## src/rtl/unsigned_divider_quotient_remainder_unit_macros.svh

```systemverilog
// Assertion macros shared by the divider RTL.
`ifndef UNSIGNED_DIVIDER_QUOTIENT_REMAINDER_UNIT_MACROS_SVH
`define UNSIGNED_DIVIDER_QUOTIENT_REMAINDER_UNIT_MACROS_SVH

// Checks that the antecedent implies the consequent in the same cycle.
`define UDQ_ASSERT_IMPLIES(label, clk, rst_n, ante, cons) \
    label: assert property (@(posedge clk) disable iff (!rst_n) (ante) |-> (cons)) \
        else $error("assertion failed");

// Checks that the antecedent is followed by the consequent after the delay given by dly.
`define UDQ_ASSERT_DELAYED(label, clk, rst_n, ante, dly, cons) \
    label: assert property (@(posedge clk) disable iff (!rst_n) (ante) |-> ##dly (cons)) \
        else $error("assertion failed");

`endif

```

## src/rtl/udq_pkg.sv

```systemverilog
// Package with the widths and item types of the unsigned divider.
package udq_pkg;

    localparam int DataWidth = 32;

    typedef logic [DataWidth-1:0] word_t;

    typedef struct packed {
        word_t dividend;
        word_t divisor_value;
    } in_t;

    typedef struct packed {
        word_t quotient_value;
        word_t remainder_value;
        logic  divide_by_zero;
    } out_t;

    // Data that moves from one divider cell to the next.
    typedef struct packed {
        word_t rem;
        word_t work;
        word_t divisor;
        logic  dz;
    } stage_t;

endpackage

```

## src/rtl/udq_cell.sv

```systemverilog
// One restoring-division cell: resolves a single quotient bit per item.
module udq_cell (
    input  logic            clk,
    input  logic            rst_n,
    input  logic            valid_in,
    input  udq_pkg::stage_t stage_in,
    output logic            valid_out,
    output udq_pkg::stage_t stage_out
);

    localparam int W = udq_pkg::DataWidth;

    logic            valid_reg;
    udq_pkg::stage_t stage_reg;
    udq_pkg::stage_t stage_next;
    logic [W:0]      shifted;
    logic [W+1:0]    diff;
    logic            borrow;

    // The work word holds the dividend bits still to come in its upper part and the
    // quotient bits already found in its lower part.
    always_comb
    begin
        shifted = {stage_in.rem, stage_in.work[W-1]};
        diff    = {1'b0, shifted} - {2'b00, stage_in.divisor};
        borrow  = diff[W+1];

        stage_next         = stage_in;
        stage_next.rem     = borrow ? shifted[W-1:0] : diff[W-1:0];
        stage_next.work    = {stage_in.work[W-2:0], ~borrow};
    end

    always_ff @(posedge clk or negedge rst_n)
    begin
        if (!rst_n)
        begin
            valid_reg <= 1'b0;
        end
        else
        begin
            valid_reg <= valid_in;
        end
    end

    always_ff @(posedge clk)
    begin
        stage_reg <= stage_next;
    end

    assign valid_out = valid_reg;
    assign stage_out = stage_reg;

endmodule

```

## src/rtl/unsigned_divider_quotient_remainder_unit.sv

```systemverilog
// Top level of the pipelined unsigned divider: a chain of one-bit cells.
// An accepted item (start high) passes through the registers of all 32 cells before its done strobe.
// Throughput: one item per cycle; each of the 32 cells resolves one quotient bit.
// busy is never raised, and the result shows for exactly one cycle with done.
// Reset clears only the per-cell valid bits; payload registers are not reset.
// A zero divisor yields an all-ones quotient, the dividend as remainder, and the flag.
`include "unsigned_divider_quotient_remainder_unit_macros.svh"

module unsigned_divider_quotient_remainder_unit (
    input  logic          clk,
    input  logic          rst_n,
    input  logic          start,
    input  udq_pkg::in_t  operands,
    output logic          busy,
    output logic          done,
    output udq_pkg::out_t result
);

    localparam int W       = udq_pkg::DataWidth;
    localparam int Latency = udq_pkg::DataWidth;

    logic            valid_chain [0:W];
    udq_pkg::stage_t stage_chain [0:W];

    always_comb
    begin
        valid_chain[0]         = start;
        stage_chain[0].rem     = '0;
        stage_chain[0].work    = operands.dividend;
        stage_chain[0].divisor = operands.divisor_value;
        stage_chain[0].dz      = (operands.divisor_value == '0);
    end

    for (genvar i = 0; i < W; i++)
    begin : g_cell
        udq_cell u_cell (
            .clk       (clk),
            .rst_n     (rst_n),
            .valid_in  (valid_chain[i]),
            .stage_in  (stage_chain[i]),
            .valid_out (valid_chain[i+1]),
            .stage_out (stage_chain[i+1])
        );
    end

    assign busy = 1'b0;
    assign done = valid_chain[W];

    assign result.quotient_value  = stage_chain[W].work;
    assign result.remainder_value = stage_chain[W].rem;
    assign result.divide_by_zero  = stage_chain[W].dz;

    `UDQ_ASSERT_DELAYED(a_start_to_done, clk, rst_n, start, Latency, done)
    `UDQ_ASSERT_IMPLIES(a_done_from_start, clk, rst_n, done, $past(start, Latency))
    `UDQ_ASSERT_IMPLIES(a_zero_divisor, clk, rst_n, done && result.divide_by_zero, (result.quotient_value == '1) && (result.remainder_value == $past(operands.dividend, Latency)))
    `UDQ_ASSERT_IMPLIES(a_rem_below_div, clk, rst_n, done && !result.divide_by_zero, result.remainder_value < $past(operands.divisor_value, Latency))

endmodule
```

## config.mk

```make
export PLATFORM = sky130hd
export DESIGN_NAME = unsigned_divider_quotient_remainder_unit
export DESIGN_NICKNAME = d
export VERILOG_FILES = /design/src/rtl/udq_pkg.sv /design/src/rtl/udq_cell.sv /design/src/rtl/unsigned_divider_quotient_remainder_unit.sv
export VERILOG_INCLUDE_DIRS = /design/src /design/src/rtl
export SDC_FILE = /design/constraint.sdc
export NUM_CORES = 2
export LEC_CHECK = 0
export BUFFER_PORTS_ARGS = -buffer_cell sky130_fd_sc_hd__buf_2
export CAP_MARGIN = 20
export CORE_MARGIN = 1.5
export CORE_UTILIZATION = 40
export DETAILED_ROUTE_END_ITERATION = 6
export PLACE_DENSITY = 0.54
export SLEW_MARGIN = 15
export SYNTH_ARGS = -nofsm -noshare
export SYNTH_HDL_FRONTEND = slang
export SYNTH_HIERARCHICAL = 1
export SYNTH_SLANG_ARGS = --single-unit
```

## constraint.sdc

```tcl
create_clock -name clk -period 3 [get_ports clk]
set_input_delay 0.45 -clock clk [delete_from_list [all_inputs] [get_ports clk]]
set_output_delay 0.45 -clock clk [all_outputs]
set_load 0.01 [all_outputs]
```

# Yosys cells after proc, flatten, opt, wreduce, memory -nomap -nowiden

Cells that the tools add are included.

Add/sub/neg operators: 32
$mul: 0
Divide/modulo/power cells: 0
Order comparisons: 0
Equal/unequal tests: 0
Shift-type cells: 0
Mux-type cells: 32
Bitwise gates (word level): 32
Reductions and logical operators: 1

Operators by type and width:

| cell                         | number |
|---|---|
| subtractor 33 x 32 -> 34 bit | 31 |
| 2-to-1 mux 32 bit            | 31 |
| subtractor 1 x 32 -> 33 bit  | 1 |
| logical NOT 32 bit           | 1 |
| NOT 1 bit                    | 32 |
| 2-to-1 mux 1 bit             | 1 |

Register bits: 3,104
Latch bits: 0
Memory bits (writable): 0
Memory bits (read-only): 0
Input port bits: 67
Output and inout bits: 67
Logic and storage cells: 257
Memories: 0

# Depth between registers and ports, before layout

Depth in word-level cells: 2
Depth in mapped cells: 14
Gate-level depth less buffers: 12

# Hierarchy

Netlist, hierarchy kept.

By module, submodules not included:

| module                                   | times used | cells an instance | area each (µm²) | seq. area each (µm²) |
|---|---|---|---|---|
| udq_cell at g_cell[23].u_cell ...        | 13         | 454               | 4,196.5         | 1,966.9 |
| udq_cell at g_cell[0].u_cell ...         | 12         | 419               | 4,374.2         | 1,966.9 |
| udq_cell at g_cell[2].u_cell ...         | 4          | 430               | 4,305.4         | 1,966.9 |
| udq_cell at g_cell[10].u_cell ...        | 3          | 416               | 4,386.7         | 1,966.9 |
| unsigned_divider_quotient_remainder_unit | 1          | 13                | 83.8            | 0.0 |

# Least setup slack after synthesis

Ideal clock, no wire load.

Path kind: in2reg
Start: input port operands[63] (netlist name)
End: register g_cell[0].u_cell.stage_reg (netlist bit g_cell[0].u_cell/stage_out[93])
Setup time: 0.121 ns
Arrival time: 2.843 ns
Slack: 0.036 ns
Cell stages on the path: 12
Path buffers: 0
Cells stage by stage: inv_1 > ha_1 > inv_1 > fa_1 > a211oi_1 > o211a_1 > o31ai_1 > o41a_1 > a41oi_1 > o21ai_0 > a21boi_0 > mux2_4

Word-level cells in the longest chain between the ends: 1

RTL lines:

| element                     | RTL line                                       | text |
|---|---|---|
| start, declared             | unsigned_divider_quotient_remainder_unit.sv:13 | `input udq_pkg::in_t operands,` |
| subtractor 1 x 32 -> 33 bit | udq_cell.sv:25                                 | `diff = {1'b0, shifted} - {2'b00, stage_in.divisor};` |
| end signal, assigned        | udq_cell.sv:47                                 | `stage_reg <= stage_next;` |
| end, declared               | udq_cell.sv:14                                 | `udq_pkg::stage_t stage_reg;` |

Every way passes these cells.
A chain may end at the register's enable or synchronous reset.

==> results.yml <==
floorplanning:
  start_util_pct: 40.25
  die_y_um: 588.0
  dieArea_sq_um: 345700
  core_sq_um: 340100
  num_io_pins: 134
  rows: 214
  dieWidth_um: 588.0
worst_setup_path:
  cpLargestDelayFamily: "compound AO/OA/AOI/OAI gates"
  crit_type: "reg -> reg"
  critical_path.cell_chain: "inv_2 > ha_4 > and4_4 > a32o_2 > a221o_1 > o31a_1 > o41a_1 > o41ai_4 > buf_6 > buf_12 > mux2_4"
  cp_max_fo: 5
  r2r-start: "g_cell[22].u_cell/stage_out[9]"
  r2r_end: "g_cell[23].u_cell/stage_out[66]"
  slowest_delay_ns: 0.45
  slowest_stage: "o41a_1"
  worstPathRequired_ns: 3.79
  ff2ff_path_depth: 11
  r2r_slack_ns: -0.24
  startpoint_type: "flop"
  path_buf_inv: 3
  endpoint_kind: "flop"
  arrival_ns: 4.04
layout:
  nNetsFinal: 17116
  syn_to_final_growth_pct: 28.74
  utilization_pct: 51.82
  drive_above_1_share_pct: 27.84
  fin_area_sq_um: 176200
sta:
  period_share_pct: 108.2
  setup_slack_ns: -0.2448
  worstMarginPinSlew_ns: 0.6675
  hold_viol_final: 0
  setup_viol: 219
  slew_headroom_pct: 55.09
  post-route-min-period_ns: 3.245
  max_freq_ghz: 0.3082
  slew_violations: 0
  rsz0062_at_grt: "true"
  fin_worst_skew_ns: 0.04506
drt:
  drt_iter0_drc: 6330
  dr_total_vias: 105414
  post-route-drc-count: 0
  drt_wl_total_um: 375300
  routed_via_density: 5.068
  postRouteAntennaNets: 0
  wl_per_cell_um: 18.04
  first_pass_iters: 6
placed_design:
  postPlaceCellArea_sq_um: 153600
  place.gp.congestion: 0.9021
  io_buffers: 132
  hpwl_um: 282000
logic_synthesis:
  synth_cells: 13879
  avgSynthCellArea_sq_um: 9.862
  yosys_warnings: 6
  synth_area_sq_um: 136900
min_path:
  min_path_cells: 4
  hp-class: "in -> reg"
  worstHoldStart: "operands[63]"
  hold_path_end: "g_cell[0].u_cell/stage_out[65]"
global_routing:
  grt-ovfl-total: 0
  grt_pass1_wl_um: 571100
  grt_max_degree: 33
  grt_pass1_vias: 102593
  antenna_found_initial: 11
  track_usage_pct: 20.56
clock_network:
  cts-root-buf: "clkbuf_16"
  numCtsBuffers: 335
  clock_latency_ns: 0.94
  clk_pin_slew_ns: 0.06
  htree_levels: 5
  clock_sinks: 3104
  clockBufferDepth: 4
  tritoncts: "yes"
pwr:
  powerDensity_nw_per_um2: 1367
  p_leak_nw: 80.44
  p_total_mw: 240.8
  ir_worst_vdd_uv: 741.7
status:
  violations: "setup timing"
  status: "finished with violations"
flow_run:
  drv_cap: 0
how the worst max path moves through the flow:
stage / cells past startpoint / slack, ns / end / from
after floorplan: 12 / 0.04 / g_cell[0].u_cell/stage_out[93] / operands[63]
after detailed placement: 13 / -0.47 / g_cell[0].u_cell/stage_out[93] / operands[63]
after global placement: 13 / -0.39 / g_cell[0].u_cell/stage_out[93] / operands[63]
after CTS: 10 / -0.26 / g_cell[7].u_cell/stage_out[66] / g_cell[6].u_cell/stage_out[9]
after global routing: 11 / -0.34 / g_cell[23].u_cell/stage_out[66] / g_cell[22].u_cell/stage_out[9]
final: 11 / -0.24 / g_cell[23].u_cell/stage_out[66] / g_cell[22].u_cell/stage_out[9]
power breakdown:
part           total, mW  switching, mW  internal, mW
Combinational        136           66.6          69.6
Sequential          62.6           8.24          54.4
Clock               42.0           17.0          25.0
what timing repair did:
action / 4_1_cts / 5_1_grt
cloned: 47 / 48
endpoints found under the hold margin: 98 / 0
resized for setup: 799 / 1275
setup buffers: 135 / 134
pin swaps: 203 / 397
hold buffers: 65 / 0
endpoints found under the setup margin: 508 / 823
worst register-to-register path, cell delays in order (launching register included):
cell and delay, ns:
dfxtp_2 0.33, inv_2 0.04, ha_4 0.21, and4_4 0.19, a32o_2 0.25, a221o_1 0.37
o31a_1 0.36, o41a_1 0.45, o41ai_4 0.31, buf_6 0.17, buf_12 0.14, mux2_4 0.31
layout make-up:
cell class | instances | area, sq um
clock buffer | 453 | 9544
sequential | 3104 | 62590
fill | 31062 | 163800
inverter | 1291 | 4856
timing repair buffer | 2123 | 18840
multi-input combinational | 9138 | 72830
antenna | 5 | 12.51
tap | 4536 | 5675
clock inverter | 151 | 1869
cells in the final DEF (no fill, tap or decap), types with 137 or more instances in the layout:
master,n
dfxtp_1,2855
buf_4,1634
inv_1,1204
a21oi_1,934
ha_1,912
nand2_1,747
nor2_1,570
xnor2_1,557
o21ai_0,522
mux2_4,402
clkbuf_16,385
a21o_1,331
xor2_1,258
nand3_1,216
dfxtp_2,210
o21ai_2,204
o21ai_1,196
nand2_2,189
nand4_1,184
a211oi_1,144
nor3_1,141
nand2b_1,137
routing by layer:
layer / global-route usage (%) / wire length [um] / vias up
met4: 6.323 / 11490 / 2
met1: 26.08 / 166000 / 49491
met5: 0 / 14 / -
met2: 36.07 / 181200 / 2260
li1: - / - / 53080
met3: 2.712 / 16540 / 581
sequential cells by signal (all words and copies together), names as in the netlist:
signal	cells
g_cell.u_cell/stage_out	3072
g_cell.u_cell/valid_out	32
through the flow:
stage	setup slack [ns]	setup TNS [ns]	instances	hold slack [ns]
floorplan	0.03581	0	13944	0.1544
global placement	-0.3916	-38.44	19814	0.3095
detailed placement	-0.4694	-46.54	19814	0.3121
CTS	-0.2556	-37.79	20662	0.01445
global route	-0.3405	-44.19	20799	0.03455
finish	-0.2448	-13.46	20801	0.08250
No activity file was read; power rests on OpenSTA's default activity.
